$ cat config.mk
export PLATFORM = sky130hd
export DESIGN_NAME = vocabulary_word_encoder
export DESIGN_NICKNAME = d
export VERILOG_FILES = /design/src/vwe_pkg.sv /design/src/vwe_queue.sv /design/src/vwe_front.sv /design/src/vwe_back.sv /design/src/vocabulary_word_encoder.sv
export SDC_FILE = /design/constraint.sdc
export NUM_CORES = 1
export LEC_CHECK = 0
export BUFFER_PORTS_ARGS = -buffer_cell sky130_fd_sc_hd__buf_2
export CAP_MARGIN = 20
export CORE_MARGIN = 10
export CORE_UTILIZATION = 32
export CTS_CLUSTER_DIAMETER = 200
export DETAILED_ROUTE_END_ITERATION = 16
export HOLD_SLACK_MARGIN = 0.12
export PLACE_DENSITY_LB_ADDON = 0.3
export SYNTH_ARGS = -nofsm -noshare
export SYNTH_HDL_FRONTEND = slang
export SYNTH_HIERARCHICAL = 1
export SYNTH_SLANG_ARGS = --single-unit
$ cat constraint.sdc
create_clock -name clk_i -period 4.6 [get_ports clk_i]
set_input_delay 0.92 -clock clk_i [delete_from_list [all_inputs] [get_ports clk_i]]
set_output_delay 0.92 -clock clk_i [all_outputs]
set_load 0.01 [all_outputs]
$ cat src/vwe_pkg.sv
// Package for the vocabulary word encoder: operation codes, byte constants
// and the letter mapping functions. No dependencies.
package vwe_pkg;

  typedef enum logic [1:0] {
    OpChar     = 2'd0,
    OpEndWord  = 2'd1,
    OpEndTable = 2'd2
  } op_e;

  localparam int unsigned DefaultWordLength = 5;
  localparam int unsigned QueueDepth        = 2;

  localparam logic [7:0] ObfuscateMask = 8'hFF;
  localparam logic [7:0] LeadByte      = 8'd195;
  localparam logic [7:0] DroppedByte   = 8'd128;
  localparam logic [7:0] SpaceCode     = 8'h20;
  localparam logic [7:0] CaseOffset    = 8'd32;
  localparam logic [7:0] Terminator    = 8'd0;
  localparam logic [7:0] NoCode        = 8'd0;

  function automatic logic [7:0] spanish_code(logic [7:0] b);
    logic [7:0] code;
    case (b)
      8'd161, 8'd129: code = 8'd21;
      8'd169, 8'd137: code = 8'd22;
      8'd173, 8'd141: code = 8'd23;
      8'd179, 8'd147: code = 8'd24;
      8'd186, 8'd154: code = 8'd25;
      8'd145, 8'd177: code = 8'd27;
      8'd135, 8'd167: code = 8'd29;
      8'd156, 8'd188: code = 8'd31;
      default:        code = NoCode;
    endcase
    return code;
  endfunction

  function automatic logic [7:0] encode_letter(logic [7:0] ch);
    logic [7:0] up;
    up = ch;
    if (ch inside {[8'h61:8'h7A]}) begin
      up = ch - CaseOffset;
    end
    return up ^ ObfuscateMask;
  endfunction

endpackage

$ cat src/vwe_queue.sv
// Short register queue between the front and the back of the encoder.
// Depends on nothing but its parameters.
module vwe_queue #(
  parameter int unsigned Width = 8,
  parameter int unsigned Depth = 2
) (
  input  logic             clk_i,
  input  logic             rst_ni,
  input  logic             push_valid_i,
  output logic             push_ready_o,
  input  logic [Width-1:0] push_data_i,
  output logic             pop_valid_o,
  input  logic             pop_ready_i,
  output logic [Width-1:0] pop_data_o
);

  localparam int unsigned PtrW = (Depth > 1) ? $clog2(Depth) : 1;
  localparam int unsigned CntW = $clog2(Depth + 1);

  logic [Width-1:0] mem_q [Depth];
  logic [PtrW-1:0]  wr_ptr_q, wr_ptr_d, rd_ptr_q, rd_ptr_d;
  logic [CntW-1:0]  cnt_q, cnt_d;
  logic             push, pop;

  assign push_ready_o = (cnt_q != CntW'(Depth));
  assign pop_valid_o  = (cnt_q != '0);
  assign pop_data_o   = mem_q[rd_ptr_q];
  assign push         = push_valid_i && push_ready_o;
  assign pop          = pop_valid_o && pop_ready_i;

  always_comb begin
    wr_ptr_d = wr_ptr_q;
    rd_ptr_d = rd_ptr_q;
    cnt_d    = cnt_q;
    if (push) begin
      wr_ptr_d = (wr_ptr_q == PtrW'(Depth - 1)) ? '0 : wr_ptr_q + 1'b1;
    end
    if (pop) begin
      rd_ptr_d = (rd_ptr_q == PtrW'(Depth - 1)) ? '0 : rd_ptr_q + 1'b1;
    end
    if (push && !pop) begin
      cnt_d = cnt_q + 1'b1;
    end else if (pop && !push) begin
      cnt_d = cnt_q - 1'b1;
    end
  end

  always_ff @(posedge clk_i or negedge rst_ni) begin
    if (!rst_ni) begin
      wr_ptr_q <= '0;
      rd_ptr_q <= '0;
      cnt_q    <= '0;
    end else begin
      wr_ptr_q <= wr_ptr_d;
      rd_ptr_q <= rd_ptr_d;
      cnt_q    <= cnt_d;
    end
  end

  always_ff @(posedge clk_i) begin
    if (push) begin
      mem_q[wr_ptr_q] <= push_data_i;
    end
  end

endmodule

$ cat src/vwe_front.sv
// Front of the encoder: accepts items, decodes two-byte letters, buffers the
// kept codes and queues one job per word or table end. Uses vwe_pkg.
module vwe_front import vwe_pkg::*; #(
  parameter int unsigned WordLength = DefaultWordLength,
  parameter int unsigned JobW       = WordLength * 8 + 17
) (
  input  logic            clk_i,
  input  logic            rst_ni,
  input  logic            in_valid_i,
  output logic            in_ready_o,
  input  logic [1:0]      operation_i,
  input  logic [7:0]      char_byte_i,
  input  logic [7:0]      word_value_i,
  input  logic [7:0]      word_type_i,
  output logic            job_valid_o,
  input  logic            job_ready_i,
  output logic [JobW-1:0] job_data_o
);

  localparam int unsigned CntW = $clog2(WordLength + 1);
  localparam int unsigned IdxW = (WordLength > 1) ? $clog2(WordLength) : 1;

  logic [7:0]      buf_q [WordLength];
  logic [CntW-1:0] cnt_q, cnt_d;
  logic            pend_q, pend_d;
  logic            keep;
  logic [7:0]      keep_code, mapped;
  logic            is_job, is_table, accept;
  logic [WordLength*8-1:0] letters;

  always_comb begin
    is_job   = 1'b0;
    is_table = 1'b0;
    case (op_e'(operation_i))
      OpEndWord:  is_job = 1'b1;
      OpEndTable: begin
        is_job   = 1'b1;
        is_table = 1'b1;
      end
      default: ;
    endcase
  end

  assign in_ready_o  = !is_job || job_ready_i;
  assign accept      = in_valid_i && in_ready_o;
  assign job_valid_o = in_valid_i && is_job;
  assign mapped      = spanish_code(char_byte_i);

  always_comb begin
    for (int j = 0; j < WordLength; j++) begin
      letters[8*j +: 8] = encode_letter((CntW'(j) < cnt_q) ? buf_q[j] : SpaceCode);
    end
  end

  assign job_data_o = {is_table, word_value_i, word_type_i, letters};

  always_comb begin
    cnt_d     = cnt_q;
    pend_d    = pend_q;
    keep      = 1'b0;
    keep_code = char_byte_i;
    if (accept) begin
      case (op_e'(operation_i))
        OpChar: begin
          if (pend_q) begin
            pend_d    = 1'b0;
            keep_code = mapped;
            keep      = (mapped != NoCode);
          end else if (char_byte_i == LeadByte) begin
            pend_d = 1'b1;
          end else if (char_byte_i != DroppedByte) begin
            keep = 1'b1;
          end
        end
        OpEndWord, OpEndTable: begin
          cnt_d  = '0;
          pend_d = 1'b0;
        end
        default: ;
      endcase
    end
    if (keep && (cnt_q < CntW'(WordLength))) begin
      cnt_d = cnt_q + 1'b1;
    end
  end

  always_ff @(posedge clk_i or negedge rst_ni) begin
    if (!rst_ni) begin
      cnt_q  <= '0;
      pend_q <= 1'b0;
    end else begin
      cnt_q  <= cnt_d;
      pend_q <= pend_d;
    end
  end

  always_ff @(posedge clk_i) begin
    if (keep && (cnt_q < CntW'(WordLength))) begin
      buf_q[cnt_q[IdxW-1:0]] <= keep_code;
    end
  end

endmodule

$ cat src/vwe_back.sv
// Back of the encoder: emits the bytes of queued jobs one per cycle unless the
// receiver stalls, via an output register, each with its address. Uses vwe_pkg.
module vwe_back import vwe_pkg::*; #(
  parameter int unsigned WordLength = DefaultWordLength,
  parameter int unsigned JobW       = WordLength * 8 + 17
) (
  input  logic            clk_i,
  input  logic            rst_ni,
  input  logic            cfg_we_i,
  input  logic [15:0]     start_address_i,
  input  logic            job_valid_i,
  output logic            job_ready_o,
  input  logic [JobW-1:0] job_data_i,
  output logic            out_valid_o,
  input  logic            out_ready_i,
  output logic [7:0]      out_byte_o,
  output logic [15:0]     out_address_o,
  output logic            last_of_run_o
);

  localparam int unsigned PosW = $clog2(WordLength + 2);
  localparam int unsigned LetW = WordLength * 8;

  logic [JobW-1:0] job_q, job_d;
  logic            cur_valid_q, cur_valid_d;
  logic [PosW-1:0] pos_q, pos_d;
  logic            out_valid_q, out_valid_d;
  logic [7:0]      out_byte_q;
  logic [15:0]     addr_q, addr_d, out_addr_q;
  logic            out_last_q;
  logic [7:0]      byte_c, letter;
  logic            last_c, emit, finish, pop;

  always_comb begin
    letter = SpaceCode;
    for (int j = 0; j < WordLength; j++) begin
      if (pos_q == PosW'(j)) begin
        letter = job_q[8*j +: 8];
      end
    end
  end

  always_comb begin
    last_c = 1'b0;
    if (job_q[JobW-1]) begin
      byte_c = Terminator;
      last_c = 1'b1;
    end else if (pos_q < PosW'(WordLength)) begin
      byte_c = letter;
    end else if (pos_q == PosW'(WordLength)) begin
      byte_c = job_q[LetW+8 +: 8];
    end else begin
      byte_c = job_q[LetW +: 8];
      last_c = 1'b1;
    end
  end

  assign emit        = cur_valid_q && (!out_valid_q || out_ready_i);
  assign finish      = emit && last_c;
  assign job_ready_o = !cur_valid_q || finish;
  assign pop         = job_ready_o && job_valid_i;

  always_comb begin
    job_d       = pop ? job_data_i : job_q;
    cur_valid_d = pop ? 1'b1 : (finish ? 1'b0 : cur_valid_q);
    pos_d       = pop ? '0 : (emit ? pos_q + 1'b1 : pos_q);
    out_valid_d = emit ? 1'b1 : (out_ready_i ? 1'b0 : out_valid_q);
    addr_d      = cfg_we_i ? start_address_i : (emit ? addr_q + 16'd1 : addr_q);
  end

  always_ff @(posedge clk_i or negedge rst_ni) begin
    if (!rst_ni) begin
      cur_valid_q <= 1'b0;
      pos_q       <= '0;
      out_valid_q <= 1'b0;
      addr_q      <= '0;
    end else begin
      cur_valid_q <= cur_valid_d;
      pos_q       <= pos_d;
      out_valid_q <= out_valid_d;
      addr_q      <= addr_d;
    end
  end

  always_ff @(posedge clk_i) begin
    job_q <= job_d;
    if (emit) begin
      out_byte_q <= byte_c;
      out_addr_q <= addr_q;
      out_last_q <= last_c;
    end
  end

  assign out_valid_o   = out_valid_q;
  assign out_byte_o    = out_byte_q;
  assign out_address_o = out_addr_q;
  assign last_of_run_o = out_last_q;

endmodule

$ cat src/vocabulary_word_encoder.sv
// Top level of the vocabulary word encoder: front, job queue and back.
// Depends on vwe_pkg, vwe_front, vwe_queue and vwe_back.
//
// Usage: the input channel takes one item per cycle while it is ready (end
// items wait while the job queue is full): a word character byte, an end of
// word with value and type bytes, or an end of table. Character items produce
// no result and are taken every cycle. An end of word produces WORD_LENGTH
// letter bytes, then the value byte and the type byte; an end of table
// produces a single 0. Each result carries its 16-bit address and a last flag
// on the final byte of the item.
// An end item's first byte passes through the queue, the back's job register
// and the output register. The back emits one byte per cycle while the
// receiver is ready; a word is WORD_LENGTH+2 bytes at the output.
// The job queue holds two pending jobs, so the front keeps accepting
// characters while the back drains; when the receiver stalls, the output
// holds and end items wait once the queue is full.
// Reset clears the buffer count, the pending lead flag, the queue and the
// address (to 0). A write of start_address loads the address of the next byte.
module vocabulary_word_encoder import vwe_pkg::*; #(
  parameter int unsigned WordLength = DefaultWordLength
) (
  input  logic        clk_i,
  input  logic        rst_ni,
  input  logic        cfg_we_i,
  input  logic [15:0] start_address_i,
  input  logic        in_valid_i,
  output logic        in_ready_o,
  input  logic [1:0]  operation_i,
  input  logic [7:0]  char_byte_i,
  input  logic [7:0]  word_value_i,
  input  logic [7:0]  word_type_i,
  output logic        out_valid_o,
  input  logic        out_ready_i,
  output logic [7:0]  out_byte_o,
  output logic [15:0] out_address_o,
  output logic        last_of_run_o
);

  localparam int unsigned JobW = WordLength * 8 + 17;

  logic            fq_valid, fq_ready, qb_valid, qb_ready;
  logic [JobW-1:0] fq_data, qb_data;

  vwe_front #(
    .WordLength(WordLength),
    .JobW      (JobW)
  ) u_front (
    .clk_i       (clk_i),
    .rst_ni      (rst_ni),
    .in_valid_i  (in_valid_i),
    .in_ready_o  (in_ready_o),
    .operation_i (operation_i),
    .char_byte_i (char_byte_i),
    .word_value_i(word_value_i),
    .word_type_i (word_type_i),
    .job_valid_o (fq_valid),
    .job_ready_i (fq_ready),
    .job_data_o  (fq_data)
  );

  vwe_queue #(
    .Width(JobW),
    .Depth(QueueDepth)
  ) u_queue (
    .clk_i       (clk_i),
    .rst_ni      (rst_ni),
    .push_valid_i(fq_valid),
    .push_ready_o(fq_ready),
    .push_data_i (fq_data),
    .pop_valid_o (qb_valid),
    .pop_ready_i (qb_ready),
    .pop_data_o  (qb_data)
  );

  vwe_back #(
    .WordLength(WordLength),
    .JobW      (JobW)
  ) u_back (
    .clk_i          (clk_i),
    .rst_ni         (rst_ni),
    .cfg_we_i       (cfg_we_i),
    .start_address_i(start_address_i),
    .job_valid_i    (qb_valid),
    .job_ready_o    (qb_ready),
    .job_data_i     (qb_data),
    .out_valid_o    (out_valid_o),
    .out_ready_i    (out_ready_i),
    .out_byte_o     (out_byte_o),
    .out_address_o  (out_address_o),
    .last_of_run_o  (last_of_run_o)
  );

endmodule
* Word level (Yosys, flattened, before mapping)
Memories as Yosys holds them, arrays and structs flattened. A register that Yosys moved wholly into a read port is not among the register bits.
Index checks and enable logic that the tools add are counted.
** Storage, ports and cells
- Output and inout bits :: 27
- RAM bits :: 154
- Flip-flop bits (word level) :: 54
- Memories :: 2
- Bits of input ports :: 47
** Cells by class
- Order comparisons :: 17
- Mux-type cells :: 53
- Reduce and logical (&&, ||, !) cells :: 45
- Eq/ne operators :: 26
- Add/sub/neg operators :: 12
- Bitwise operators :: 5
** Memories
- u_queue.mem_q :: depth 2, bits a word 57, read ports 1, clocked after memory_dff 1, write ports 1, line vwe_queue.sv:20 : logic [Width-1:0] mem_q [Depth];
- u_front.buf_q :: depth 5, bits a word 8, read ports 5, clocked after memory_dff 0, write ports 1, line vwe_front.sv:23 : logic [7:0] buf_q [WordLength];
** Operator list (count)
- 8-bit two-way mux :: 20
- 8-bit equality test, second input constant :: 17
- 8-bit by 7-bit >= comparator with 1-bit output, second input constant :: 5
- 8-bit by 7-bit <= comparator with 1-bit output, second input constant :: 5
- 8-bit NOT :: 5
- 5-bit case mux with 8 select lines :: 1
- 8-bit by 6-bit subtractor with 8-bit output, second input constant :: 5
- 16-bit two-way mux :: 2
- 1-bit two-way mux :: 22
- 2-bit nonzero test :: 9
- 2-bit OR reduction :: 9
- 16-bit by 1-bit adder with 16-bit output, second input constant :: 1
- 3-bit two-way mux :: 5
- 1-bit logical AND :: 14
- 8-bit inequality test, second input constant :: 1
- 8-bit nonzero test :: 1
- 3-bit by 1-bit adder with 3-bit output, second input constant :: 2
- 3-bit by 2-bit equality test with 1-bit output, second input constant :: 2
- 3-bit equality test, second input constant :: 2
- 1-bit by 3-bit less-than comparator with 1-bit output, first input constant :: 2
- 2-bit by 3-bit less-than comparator with 1-bit output, first input constant :: 2
- 3-bit less-than comparator, second input constant :: 2
- 1-bit zero test :: 5
- 2-bit two-way mux :: 2
- 13 further kinds :: 17

* Depth between registers and ports, before layout
Gate-level depths: netlist of run 1.
- Depth in word-level cells :: 10
- Gate-level depth with buffers :: 9

* Modules after synthesis
The synthesis of run 1 kept the hierarchy.
** Modules (own cells, without submodules)
- vwe_queue :: times used 1, cells an instance 195, area each 4383.0 sq um
- vwe_back :: times used 1, cells an instance 309, area each 4250.3 sq um
- vwe_front :: times used 1, cells an instance 242, area each 2561.2 sq um

* Worst setup path before layout of run 1
No wires, ideal clock.
- Path kind :: input to register
- From :: in operation_i[0]
- To :: mem u_queue/mem_q[0][0] (netlist bit) (enable)
- Arrival time :: 3.883 ns
- Path slack :: 0.245 ns
- Stages on the path :: 5
- Library setup time :: 0.472 ns
- Required time :: 4.128 ns
- Buffers on the path :: 0
- Path through :: inv_1 -> ha_1 -> and2_1 -> nand2_1 -> nor2_1
** On the way
- Longest elaborated chain between the ends :: 7
- Elaborated cells on any way between the ends :: 8
- Classes of those cells :: 2 x eq/ne; 3 x mux; 3 x reduce/logical
** Ends and longest elaborated chain
- from (decl) :: line vocabulary_word_encoder.sv:28 : input logic [1:0] operation_i,
- 2-bit by 1-bit equality test with 1-bit output / 2-bit equality test (equally long branches) :: line vwe_front.sv:34 : case (op_e'(operation_i))
- 2-bit OR reduction (no line) (*)
- 1-bit two-way mux (*) :: line vwe_front.sv:34
- 1-bit logical AND (*) :: line vwe_front.sv:46 : assign job_valid_o = in_valid_i && is_job;
- named net fq_valid :: line vocabulary_word_encoder.sv:41 : logic fq_valid, fq_ready, qb_valid, qb_ready;
- 1-bit logical AND (*) :: line vwe_queue.sv:28 : assign push = push_valid_i && push_ready_o;
- 1-bit two-way mux (*) :: line vwe_queue.sv:61 : if (push) begin
- 1-bit two-way mux (implied by the code) (*) :: line vwe_queue.sv:62 : mem_q[wr_ptr_q] <= push_data_i;
- to (decl) :: line vwe_queue.sv:20
The timed path passes the listed nets; every way through them passes the cells marked *.

* Worst setup path after layout of run 1
- From :: reg u_back.pos_q[1]
- To :: reg u_back.out_byte_q[7], in the netlist u_back/out_byte_o[7], data pin
** On the way
- Longest elaborated chain between the ends :: 7
- Elaborated cells on any way between the ends :: 14
- Classes of those cells :: 1 x order compare; 5 x eq/ne; 7 x mux; 1 x reduce/logical
** Ends and longest elaborated chain
- from (decl) :: line vwe_back.sv:26 : logic [PosW-1:0] pos_q, pos_d;
- from (signal assigned) :: line vwe_back.sv:79 : pos_q <= pos_d;
- 3-bit zero test :: line vwe_back.sv:37 : if (pos_q == PosW'(j)) begin
- 8-bit two-way mux (5 in series) :: line vwe_back.sv:37
- 8-bit two-way mux (*) :: line vwe_back.sv:48 : end else if (pos_q < PosW'(WordLength)) begin
- to (signal assigned) :: line vwe_back.sv:88 : out_byte_q <= byte_c;
- to (decl) :: line vwe_back.sv:28 : logic [7:0] out_byte_q;
Mark *: on every way between the ends. The rest lies on a longest branch, timed or not.
A chain may end at the register's enable or synchronous reset.

==> PnR_summary.wiki, run 1 <==
{| class="wikitable"
! Metric !! Value
|-
| Status || completed
|-
| Proportion of synthesized flip-flops having asynchronous set or reset || 10.9%
|-
| Vias in the first global route || 6029
|-
| Number of DRC markers in iteration 0 || 405
|-
| Router iterations before antenna repair || 5
|-
| Number of I/O pins || 74
|-
| Most frequent cell after synthesis || sky130_fd_sc_hd__edfxtp_1
|-
| Routed WL per cell || 17.2 um
|-
| Global-route total usage across every layer || 9.93%
|-
| Layout cells sized above 1 || 23.2%
|-
| Hold buffer count at cts || 0
|-
| Number of enable-type register cells in the synthesized netlist || 236
|-
| Inserted Diodes || 0
|-
| Die Span Y || 207 um
|-
| Clock insertion delay at the later pin of the skew report || 540 ps
|-
| Top_reg_cell synth || sky130_fd_sc_hd__edfxtp_1
|-
| Synthesized flop and latch total || 265
|-
| Total setup buffers inserted after CTS || 0
|-
| Final Instance Count excl. Fillers || 1282
|-
| Leak Pwr || 4.25 nW
|-
| Relative max-transition margin || 36.6%
|-
| Distinct cell type count after synthesis || 65
|-
| Worst vdd rail ir drop || 317 uV
|-
| Post-DP HPWL || 15400 um
|-
| Number of nets in the synthesized netlist || 809
|-
| Largest fanout of any net on the critical path || 18
|-
| Worst setup skew after layout || 18.3 ps
|-
| GRT Residual Overflow || 0
|-
| Aggregate routed wire length || 22100 um
|-
| Final layout net count || 869
|-
| # H-tree levels || 1
|-
| Count of unresolved DRC violations after routing || 0
|-
| Most area-hungry cell type in the Yosys netlist || sky130_fd_sc_hd__edfxtp_1
|-
| Max-slew violations || 0
|-
| Starting utilization of the core area || 32.4%
|-
| Row count || 68
|-
| Share of the synthesized area in the top cell type || 63.3%
|-
| Synth Area in Adders || 1.79%
|-
| Setup repair after global routing missed its margin || false
|-
| Largest cells by area after synthesis || sky130_fd_sc_hd__edfxtp_1 (63%), sky130_fd_sc_hd__dfrtp_1 (6.5%), sky130_fd_sc_hd__mux2_2 (3.8%), sky130_fd_sc_hd__mux2_4 (2.7%), sky130_fd_sc_hd__nand2_1 (2.4%)
|-
| Clock slew seen by the registers of the worst setup and hold paths || 60 ps
|-
| CP endpoint kind || register
|-
| Number of filler cells placed in the layout || 3322
|-
| Top post-synthesis cells by count || sky130_fd_sc_hd__edfxtp_1 (236), sky130_fd_sc_hd__nand2_1 (71), sky130_fd_sc_hd__mux2_2 (38), sky130_fd_sc_hd__dfrtp_1 (29), sky130_fd_sc_hd__inv_1 (23)
|-
| Clock period minus worst slack || 2810 ps
|-
| Port Buf Inserts || 73
|-
| Detail Route Antenna Nets || 0
|-
| Largest net degree at the start of global routing || 58
|-
| Complex-gate fraction of the synthesized area || 6.84%
|-
| Post-synthesis average cell area || 15.0 um^2
|-
| Post-cts gate resize count || 0
|-
| Crit share post-route || 61.1%
|-
| Num CTS Buffers || 28
|-
| Final setup TNS || 0 ps
|-
| Yosys synthesis warning count || 6
|-
| Xor/xnor cell area share of the yosys netlist || 1.25%
|-
| Data arrival time of the critical path || 3120 ps
|-
| Type of origin of the critical path || register
|-
| Placeable core area || 34500 um^2
|-
| Areal power density over the cells || 556 nW/um^2
|-
| TritonCTS clock tree || yes
|-
| Portion of netlist area occupied by mux cells || 6.86%
|-
| Maxcap violations || 0
|-
| Endpoints failing hold || 0
|-
| Antenna violations before repair || 0
|-
| Fmax || 356 MHz
|-
| Critical path type || reg -> reg
|-
| Maximum buffer depth of the clock tree || 3
|-
| Clock net sink count || 265
|-
| Worst min path class || in -> async
|-
| Setup Viol. Count Final || 0
|-
| Simple-gate share of the synthesized area || 9.88%
|-
| Share of the yosys chip area belonging to registers || 69.8%
|-
| Combinational family with the most area after synthesis || simple AND/OR/NAND/NOR gates
|-
| Placer Congestion || 0.743
|-
| Cell total after placement || 1230
|-
| Die Wd || 207 um
|-
| Gate count after technology mapping || 746
|-
| Post-synthesis instance area || 11200 um^2
|-
| Layout-stage area growth over the synthesis result || 13.8%
|-
| Die Footprint || 42900 um^2
|-
| Clk root buf || sky130_fd_sc_hd__clkbuf_16
|-
| Required @ worst endpoint || 4910 ps
|-
| Slew at the pin closest to its max-slew limit || 951 ps
|-
| Drt via density || 4.74
|-
| First-pass GRT wire length || 34600 um
|-
| Via count || 6080
|}
-- layout make-up --
cell class              count  area, um^2  area share (%)
well taps                 455         569            4.47
clock inverters            11        71.3           0.560
repair buffers             80         418            3.28
multi-input cells         407        2990            23.5
clock buffers              40         787            6.18
inverters                  24        90.1           0.707
flip-flops and latches    265        7810            61.3
-- cells by family (layout without fill, tap and decap cells) --
kind of cell	count (synthesis)	in the layout
buffers and inverters	74	155
muxes	62	62
adders and majority gates	16	16
DFF	265	265
xor gates and xnor gates	16	16
AOI/OAI and AO/OA	111	111
and+or+nand+nor	202	202
-- placed cells by master (no fill, tap or decap), types with 9 or more instances in the layout --
| cell | netlist | layout |
|---|---|---|
| sky130_fd_sc_hd__edfxtp_1 | 236 | 236 |
| sky130_fd_sc_hd__mux2_4 | 20 | 20 |
| sky130_fd_sc_hd__xnor2_1 | 13 | 13 |
| sky130_fd_sc_hd__o21ai_0 | 20 | 20 |
| sky130_fd_sc_hd__o22ai_1 | 14 | 14 |
| sky130_fd_sc_hd__or4_1 | 10 | 10 |
| sky130_fd_sc_hd__and2_1 | 10 | 9 |
| sky130_fd_sc_hd__inv_1 | 23 | 23 |
| sky130_fd_sc_hd__ha_1 | 16 | 16 |
| sky130_fd_sc_hd__clkbuf_1 | 16 | 9 |
| sky130_fd_sc_hd__a21oi_1 | 13 | 13 |
| sky130_fd_sc_hd__nor2b_1 | 11 | 11 |
| sky130_fd_sc_hd__mux2_2 | 38 | 38 |
| sky130_fd_sc_hd__nor2_1 | 22 | 21 |
| sky130_fd_sc_hd__nand2b_1 | 14 | 14 |
| sky130_fd_sc_hd__dfrtp_1 | 29 | 28 |
| sky130_fd_sc_hd__clkbuf_16 | 0 | 29 |
| sky130_fd_sc_hd__buf_2 | 9 | 73 |
| sky130_fd_sc_hd__nand2_1 | 71 | 71 |
-- routing by layer --
layer / GRT usage, % / wire length, um / vias up / part of all wire, %
met5: 0 / 0 / - / 0
met4: 3.19 / 495 / 0 / 2.2
met3: 1.77 / 1010 / 30 / 4.6
met2: 15.4 / 9940 / 134 / 45
met1: 13.7 / 10600 / 2984 / 48
li1: - / - / 2932 / -
-- through the flow --
step / utilization, % / hold slack, ps / worst slack [ps] / total power [mW] / instance area [um^2]
floorplan: - / 439 / 245 / 4.58 / 11200
global placement: 34.4 / 458 / 1520 / 5.04 / 11900
detailed placement: 34.4 / 462 / 1430 / 5.07 / 11900
CTS: 36.9 / 476 / 1850 / 7.17 / 12700
global route: 36.9 / 484 / 1540 / 7.47 / 12700
finish: 36.9 / 469 / 1790 / 7.08 / 12700
-- where the power goes --
group	total (mW)	internal (mW)	switching [mW]	leakage (nW)
clock	2.08	1.23	0.851	0.419
sequential	3.47	3.20	0.269	2.34
combinational	1.52	0.614	0.908	1.49
total	7.08	5.05	2.03	4.25
-- final timing paths --
check / cells after the start / endpoint / slack [ps] / startpoint
min reg2reg: 0 / u_back/out_address_o[15] / 480 / u_back/addr_q[15]
max in group asynchronous: 1 / u_queue/rd_ptr_q / 3580 / rst_ni
min in group clk_i: 0 / u_back/out_address_o[15] / 480 / u_back/addr_q[15]
max reg2reg: 6 / u_back/out_byte_o[7] / 1790 / u_back/pos_q[1]
min: 1 / u_back/addr_q[13] / 470 / rst_ni
max: 6 / u_back/out_byte_o[7] / 1790 / u_back/pos_q[1]
-- flip-flops by register name (all words and copies together), names as in the netlist, 2 cells and up --
name and cells:
u_back/addr_q 16, u_back/out_address_o 16, u_back/job_q 57, u_front/cnt_q 3, u_back/out_byte_o 8, u_front/buf_q 40
u_queue/cnt_q 2, u_queue/mem_q 114, u_back/pos_q 3
-- critical path, stage by stage (launching register included) --
cell	delay [ps]
sky130_fd_sc_hd__dfrtp_1	420
sky130_fd_sc_hd__inv_1	120
sky130_fd_sc_hd__ha_1	560
sky130_fd_sc_hd__clkinv_1	430
sky130_fd_sc_hd__nor2_1	500
sky130_fd_sc_hd__o22ai_1	140
sky130_fd_sc_hd__a211oi_1	390
(Power assumes the default switching activity.)
==> run 2: changes to the inputs <==
--- a/config.mk
+++ b/config.mk
@@ -5,6 +5,7 @@
 export SDC_FILE = /design/constraint.sdc
 export NUM_CORES = 1
 export LEC_CHECK = 0
+export ABC_AREA = 1
 export BUFFER_PORTS_ARGS = -buffer_cell sky130_fd_sc_hd__buf_2
 export CAP_MARGIN = 20
 export CORE_MARGIN = 10
==> constraint.sdc (replaced) <==
create_clock -name clk_i -period 2.8 [get_ports clk_i]
set_input_delay 0.56 -clock clk_i [delete_from_list [all_inputs] [get_ports clk_i]]
set_output_delay 0.56 -clock clk_i [all_outputs]
set_load 0.01 [all_outputs]
==> run 2 against run 1 <==
  * Via count increased by 15%
  * Fmax increased by 26%
  * Area after synthesis increased by 1.2%
  * Combinational power increased by 110%
  * Synthesized cell count increased by 33%
  * Clock skew increased by 3.8 ps
  * Critical path depth increased by 1
  * Wire length increased by 7.6%
  * Largest cell class unchanged
  * Largest power group unchanged
  * Highest routed layer unchanged
==> PnR_summary.wiki, run 2 <==
{| class="wikitable"
! Metric !! Value
|-
| Num CTS Buffers || 28
|-
| Data arrival time of the critical path || 2460 ps
|-
| Detail Route Antenna Nets || 0
|-
| Top_reg_cell synth || sky130_fd_sc_hd__edfxtp_1
|-
| Setup repair after global routing missed its margin || false
|-
| Die Footprint || 43300 um^2
|-
| Top post-synthesis cells by count || sky130_fd_sc_hd__nand2_1 (348), sky130_fd_sc_hd__edfxtp_1 (236), sky130_fd_sc_hd__inv_1 (69), sky130_fd_sc_hd__nand3_1 (60), sky130_fd_sc_hd__nor2_1 (45)
|-
| Total setup buffers inserted after CTS || 0
|-
| CP cell instances || inv_2 > nor2_4 > nand2_1 > nand2_1 > nand4_1 > nand3_1 > o21ai_0
|-
| Clock net sink count || 265
|-
| Clock slew seen by the registers of the worst setup and hold paths || 60 ps
|-
| Relative max-transition margin || 47.5%
|-
| Cell with the largest stage delay on the worst path || sky130_fd_sc_hd__dfrtp_1
|-
| Slew at the pin closest to its max-slew limit || 787 ps
|-
| Distinct cell type count after synthesis || 43
|-
| Clock period minus worst slack || 2220 ps
|-
| Cell repeated most along the worst path || sky130_fd_sc_hd__nand2_1
|-
| Highest-count cells in the layout ignoring fill and taps || sky130_fd_sc_hd__nand2_1 (348), sky130_fd_sc_hd__edfxtp_1 (236), sky130_fd_sc_hd__buf_2 (73)
|-
| Proportion of synthesized flip-flops having asynchronous set or reset || 10.9%
|-
| Leak Pwr || 5.07 nW
|-
| Most common cell after layout, fill and taps aside || sky130_fd_sc_hd__nand2_1
|-
| Critical path type || reg -> reg
|-
| Most frequent cell after synthesis || sky130_fd_sc_hd__nand2_1
|-
| Synthesized flop and latch total || 265
|-
| Worst vdd rail ir drop || 484 uV
|-
| Die Span Y || 208 um
|-
| Post-route setup slack || 576 ps
|-
| Via count || 6994
|-
| Largest fanout of any net on the critical path || 14
|-
| Max-slew violations || 0
|-
| Post-synthesis average cell area || 11.4 um^2
|-
| Layout cells sized above 1 || 15.5%
|-
| CP endpoint kind || register
|-
| Setup Viol. Count Final || 0
|-
| Share of the yosys chip area belonging to registers || 68.9%
|-
| Router iterations before antenna repair || 5
|-
| Worst setup skew after layout || 22.1 ps
|-
| Fmax || 450 MHz
|-
| Maxcap violations || 0
|-
| Antenna violations before repair || 0
|-
| Status || completed
|-
| Number of DRC markers in iteration 0 || 386
|-
| Vias in the first global route || 7116
|-
| Number of filler cells placed in the layout || 3352
|-
| Worst min path class || in -> reg
|-
| Required @ worst endpoint || 3030 ps
|-
| Areal power density over the cells || 972 nW/um^2
|-
| Count of unresolved DRC violations after routing || 0
|-
| Row count || 68
|-
| Inserted Diodes || 0
|-
| Post-cts gate resize count || 0
|-
| Port Buf Inserts || 73
|-
| Register bank with the most flops || u_queue/mem_q
|-
| TritonCTS clock tree || yes
|-
| Clk root buf || sky130_fd_sc_hd__clkbuf_16
|-
| Drt via density || 4.53
|-
| Number of I/O pins || 74
|-
| Post-DP HPWL || 16200 um
|-
| Post-synthesis instance area || 11300 um^2
|-
| Pre-CTS setup slack || 276 ps
|-
| Clock insertion delay at the later pin of the skew report || 540 ps
|-
| Placeable core area || 34700 um^2
|-
| First-pass GRT wire length || 38500 um
|-
| Maximum buffer depth of the clock tree || 3
|-
| Aggregate routed wire length || 23700 um
|-
| Global-route total usage across every layer || 10.8%
|-
| Final core occ || 37.6%
|-
| Most area-hungry cell type in the Yosys netlist || sky130_fd_sc_hd__edfxtp_1
|-
| Die Wd || 208 um
|-
| Placer Congestion || 0.788
|-
| # H-tree levels || 1
|-
| Final layout net count || 1131
|-
| GRT Residual Overflow || 0
|-
| Number of enable-type register cells in the synthesized netlist || 236
|-
| Share of the synthesized area in the top cell type || 62.5%
|-
| Number of nets in the synthesized netlist || 1056
|-
| Layout-stage area growth over the synthesis result || 15.2%
|-
| Crit share post-route || 79.4%
|-
| Routed WL per cell || 15.4 um
|-
| Gate count after technology mapping || 993
|-
| Yosys synthesis warning count || 6
|-
| Type of origin of the critical path || register
|-
| Endpoints failing hold || 0
|-
| Number of flip-flops under the largest register name || 114
|-
| Starting utilization of the core area || 32.6%
|-
| Slowest Stage Delay on Critical Path || 650 ps
|-
| Largest net degree at the start of global routing || 60
|-
| Largest cells by area after synthesis || sky130_fd_sc_hd__edfxtp_1 (63%), sky130_fd_sc_hd__nand2_1 (12%), sky130_fd_sc_hd__dfrtp_1 (6.4%), sky130_fd_sc_hd__nand3_1 (2.7%), sky130_fd_sc_hd__inv_1 (2.3%)
|}
run 2: final timing paths:
check                            startpoint  slack (ps)  depth (start not counted)                      end
setup / recovery           u_front/cnt_q[2]         580                          7     u_queue/mem_q[1][37]
hold / removal              word_value_i[7]         210                          1     u_queue/mem_q[0][55]
setup reg to reg           u_front/cnt_q[2]         580                          7     u_queue/mem_q[1][37]
hold reg to reg            u_back/addr_q[4]         490                          0  u_back/out_address_o[4]
max in group asynchronous            rst_ni        1610                          2         u_queue/rd_ptr_q
min in group asynchronous            rst_ni         640                          2         u_back/addr_q[3]
run 2: per-layer routing:
metal	vias up	GRT usage [%]	share of wire [%]
li1	3497	-	-
met1	3305	14.5	48
met2	150	17.6	46
met3	42	1.80	4.2
met4	0	3.19	2.3
met5	-	0	0
run 2: through the flow:
step / std cells / instance area (um^2) / setup TNS (ps) / hold slack (ps) / power [mW]
floorplan: 993 / 11300 / -27240 / 264 / 8.09
global placement: 1492 / 12100 / 0 / 480 / 9.09
detailed placement: 1492 / 12100 / 0 / 476 / 9.14
CTS: 1544 / 13100 / 0 / 184 / 12.9
global route: 1544 / 13100 / 0 / 189 / 13.5
finish: 1544 / 13100 / 0 / 210 / 12.7
run 2: final cells by class:
cell class	instances	area [um^2]	area share, %
clock inverters	17	183	1.40
clock buffers	34	744	5.70
well taps	455	569	4.36
flip-flops and latches	265	7810	59.9
repair buffers	88	505	3.87
multi-input cells	609	2950	22.6
inverters	76	288	2.20
run 2: kinds of logic after synthesis:
logic type,Yosys count,synth area share (%)
AOI/OAI and AO/OA,76,3.96
xor gates and xnor gates,11,0.850
adders and majority gates,16,1.77
buffers and inverters,119,5.21
DFF,265,68.9
and+or+nand+nor,506,19.3
run 2: where the power goes:
part | switching [mW] | leakage [nW] | internal [mW]
registers | 0.327 | 2.37 | 5.45
logic | 2.27 | 2.25 | 0.937
clock network | 1.46 | 0.460 | 2.25
run 2: what timing repair did:
item                       CTS  global route
setup endpoints to repair    0             0
hold endpoints to repair    22             0
hold buffers                 1             0
run 2: critical path, delay by kind of cell, from the launching register on:
kind                   cells  cell delay, ps
AND/OR/NAND/NOR            5             860
buffers and inverters      1             210
flip-flops                 1             650
AO/OA/AOI/OAI              1             190
==> run 3: changes to the inputs <==
==> constraint.sdc (replaced) <==
create_clock -name clk_i -period 1.96 [get_ports clk_i]
set_input_delay 0.392 -clock clk_i [delete_from_list [all_inputs] [get_ports clk_i]]
set_output_delay 0.392 -clock clk_i [all_outputs]
set_load 0.01 [all_outputs]
==> run 3 against run 2 <==
  * Via count increased by 4.0%
  * Cell count grew 5.0%
  * Clock power grew 43%
  * Critical path type unchanged
  * First-iteration DRC count grew 4.7%
  * Hold slack worse by 71 ps
==> PnR_summary.wiki, run 3 (same netlist as run 2, synthesis figures left out) <==
{| class="wikitable"
! Metric !! Value
|-
| Status || completed
|-
| Endpoints failing hold || 0
|-
| Most common cell after layout, fill and taps aside || sky130_fd_sc_hd__nand2_1
|-
| Global-route total usage across every layer || 11.1%
|-
| Layout cells sized above 1 || 20.9%
|-
| Capture point of the worst reg-to-reg path || u_front/buf_q[1][1]
|-
| Maxcap violations || 0
|-
| Data arrival time of the critical path || 2090 ps
|-
| Vias in the first global route || 7353
|-
| TritonCTS clock tree || yes
|-
| Final layout net count || 1208
|-
| Aggregate routed wire length || 24200 um
|-
| Clock net sink count || 265
|-
| Die Footprint || 43300 um^2
|-
| Switching power of the nets || 5.99 mW
|-
| Row count || 68
|-
| Post-Layout Inst Area || 13900 um^2
|-
| Starting utilization of the core area || 32.6%
|-
| Register-to-Register Path Depth || 8
|-
| Total internal power || 12.7 mW
|-
| Router iterations before antenna repair || 6
|-
| Final core occ || 40.0%
|-
| Via count || 7274
|-
| Critical path type || reg -> reg
|-
| Setup Viol. Count Final || 0
|-
| Slew at the pin closest to its max-slew limit || 507 ps
|-
| Worst setup path start || u_front/cnt_q[1]
|-
| Final Instance Count excl. Fillers || 1621
|-
| Total cell area at the placement stage || 12600 um^2
|-
| Maximum buffer depth of the clock tree || 3
|-
| Number of flip-flops under the largest register name || 114
|-
| Relative max-transition margin || 66.1%
|-
| Placer Congestion || 0.794
|-
| Areal power density over the cells || 1340 nW/um^2
|-
| Placeable core area || 34700 um^2
|-
| Largest fanout of any net on the critical path || 8
|-
| Die Span Y || 208 um
|-
| Required @ worst endpoint || 2200 ps
|-
| Post-DP HPWL || 17300 um
|-
| Count of unresolved DRC violations after routing || 0
|-
| Antenna violations before repair || 0
|-
| Worst min path class || in -> reg
|-
| # H-tree levels || 1
|-
| Clock network power share || 28.4%
|-
| Type of origin of the critical path || register
|-
| Reg-to-reg setup timing slack || 110 ps
|-
| Total power || 18.6 mW
|-
| Number of I/O pins || 74
|-
| Crit path capture || u_front/buf_q[1][1]
|-
| Power share of the sequential group || 44.2%
|-
| Cell total after placement || 1536
|-
| Switching part of the total || 32.1%
|-
| Crit share post-route || 94.4%
|-
| Worst setup skew after layout || 16.2 ps
|-
| Number of DRC markers in iteration 0 || 404
|-
| CP endpoint kind || register
|-
| Clock slew seen by the registers of the worst setup and hold paths || 60 ps
|-
| Register bank with the most flops || u_queue/mem_q
|-
| Origin of the critical flop-to-flop path || u_front/cnt_q[1]
|-
| Largest net degree at the start of global routing || 60
|-
| Part of the power in combinational logic || 27.4%
|-
| GRT Residual Overflow || 0
|-
| Highest-count cells in the layout ignoring fill and taps || sky130_fd_sc_hd__nand2_1 (340), sky130_fd_sc_hd__edfxtp_1 (236), sky130_fd_sc_hd__buf_2 (73)
|-
| Die Wd || 208 um
|-
| Detail Route Antenna Nets || 0
|-
| Inserted Diodes || 0
|-
| Leak Pwr || 5.45 nW
|-
| Setup repair after global routing missed its margin || true
|-
| Drt via density || 4.49
|-
| Num CTS Buffers || 29
|-
| Layout-stage area growth over the synthesis result || 22.6%
|-
| First-pass GRT wire length || 39400 um
|-
| Final setup TNS || 0 ps
|-
| Fmax || 540 MHz
|-
| Max-slew violations || 0
|-
| Clock insertion delay at the later pin of the skew report || 540 ps
|-
| Worst vdd rail ir drop || 740 uV
|-
| Clock period minus worst slack || 1850 ps
|-
| Routed WL per cell || 14.9 um
|-
| Clk root buf || sky130_fd_sc_hd__clkbuf_16
|-
| Port Buf Inserts || 73
|}
run 3: cell count changes in the layout (fill, tap and decap cells not counted), sizes merged:
cell         change
buf             +47
bufinv           -1
clkbuf           +4
clkinv           -2
clkinvlp         +1
dlygate4sd3     +29
inv              -1
run 3: power by group through the flow:
stage | Clock [mW] | Combinational, mW | Sequential, mW
detailed placement | 0 | 5.03 | 8.36
CTS | 5.40 | 5.10 | 8.25
finish | 5.30 | 5.10 | 8.24
global route | 5.64 | 5.83 | 8.36
global placement | 0 | 4.96 | 8.34
floorplan | 0 | 3.30 | 8.33
run 3: routing by layer:
layer / wire length [um] / vias up / track usage, %
li1: - / 3656 / -
met4: 603 / 0 / 3.26
met2: 11200 / 155 / 18.1
met3: 976 / 42 / 1.90
met1: 11400 / 3421 / 14.6
met5: 0 / - / 0
run 3: worst min path at each step:
stage,slack [ps],startpoint,to,cells past startpoint
finish,140,start_address_i[1],u_back/addr_q[1],3
CTS,120,start_address_i[1],u_back/addr_q[1],3
global placement,330,rst_ni,u_back/addr_q[3],1
detailed placement,330,rst_ni,u_back/addr_q[3],1
global route,150,start_address_i[1],u_back/addr_q[1],3
floorplan,100,rst_ni,u_back/addr_q[0],0
run 3: critical path: stages, from the launching register on:
cell	delay, ps
sky130_fd_sc_hd__dfrtp_1	390
sky130_fd_sc_hd__nor2_2	180
sky130_fd_sc_hd__nor2_4	50
sky130_fd_sc_hd__nor3_2	130
sky130_fd_sc_hd__nand2_1	100
sky130_fd_sc_hd__a21oi_4	190
sky130_fd_sc_hd__nand2_4	130
sky130_fd_sc_hd__nor3_4	240
sky130_fd_sc_hd__buf_12	150
run 3: per-stage QoR:
step / setup slack, ps / hold slack, ps
after floorplan: -159 / 96.4
after global placement: -250 / 330
after detailed placement: -227 / 332
after CTS: 48.3 / 122
after global routing: -22.3 / 148
final: 110 / 140
run 3: area by class of cell:
cell class | instances | area, um^2
fill | 3299 | 20800
clock inverter | 14 | 155
clock buffer | 38 | 779
inverter | 76 | 308
sequential | 265 | 7810
tap | 455 | 569
multi-input combinational | 609 | 3080
timing repair buffer | 164 | 1190
run 3: timing repair:
item	CTS	global route
resized for setup	0	17
setup endpoints to repair	0	54
endpoints found under the hold margin	67	0
hold buffers	30	0
buffers inserted	0	3
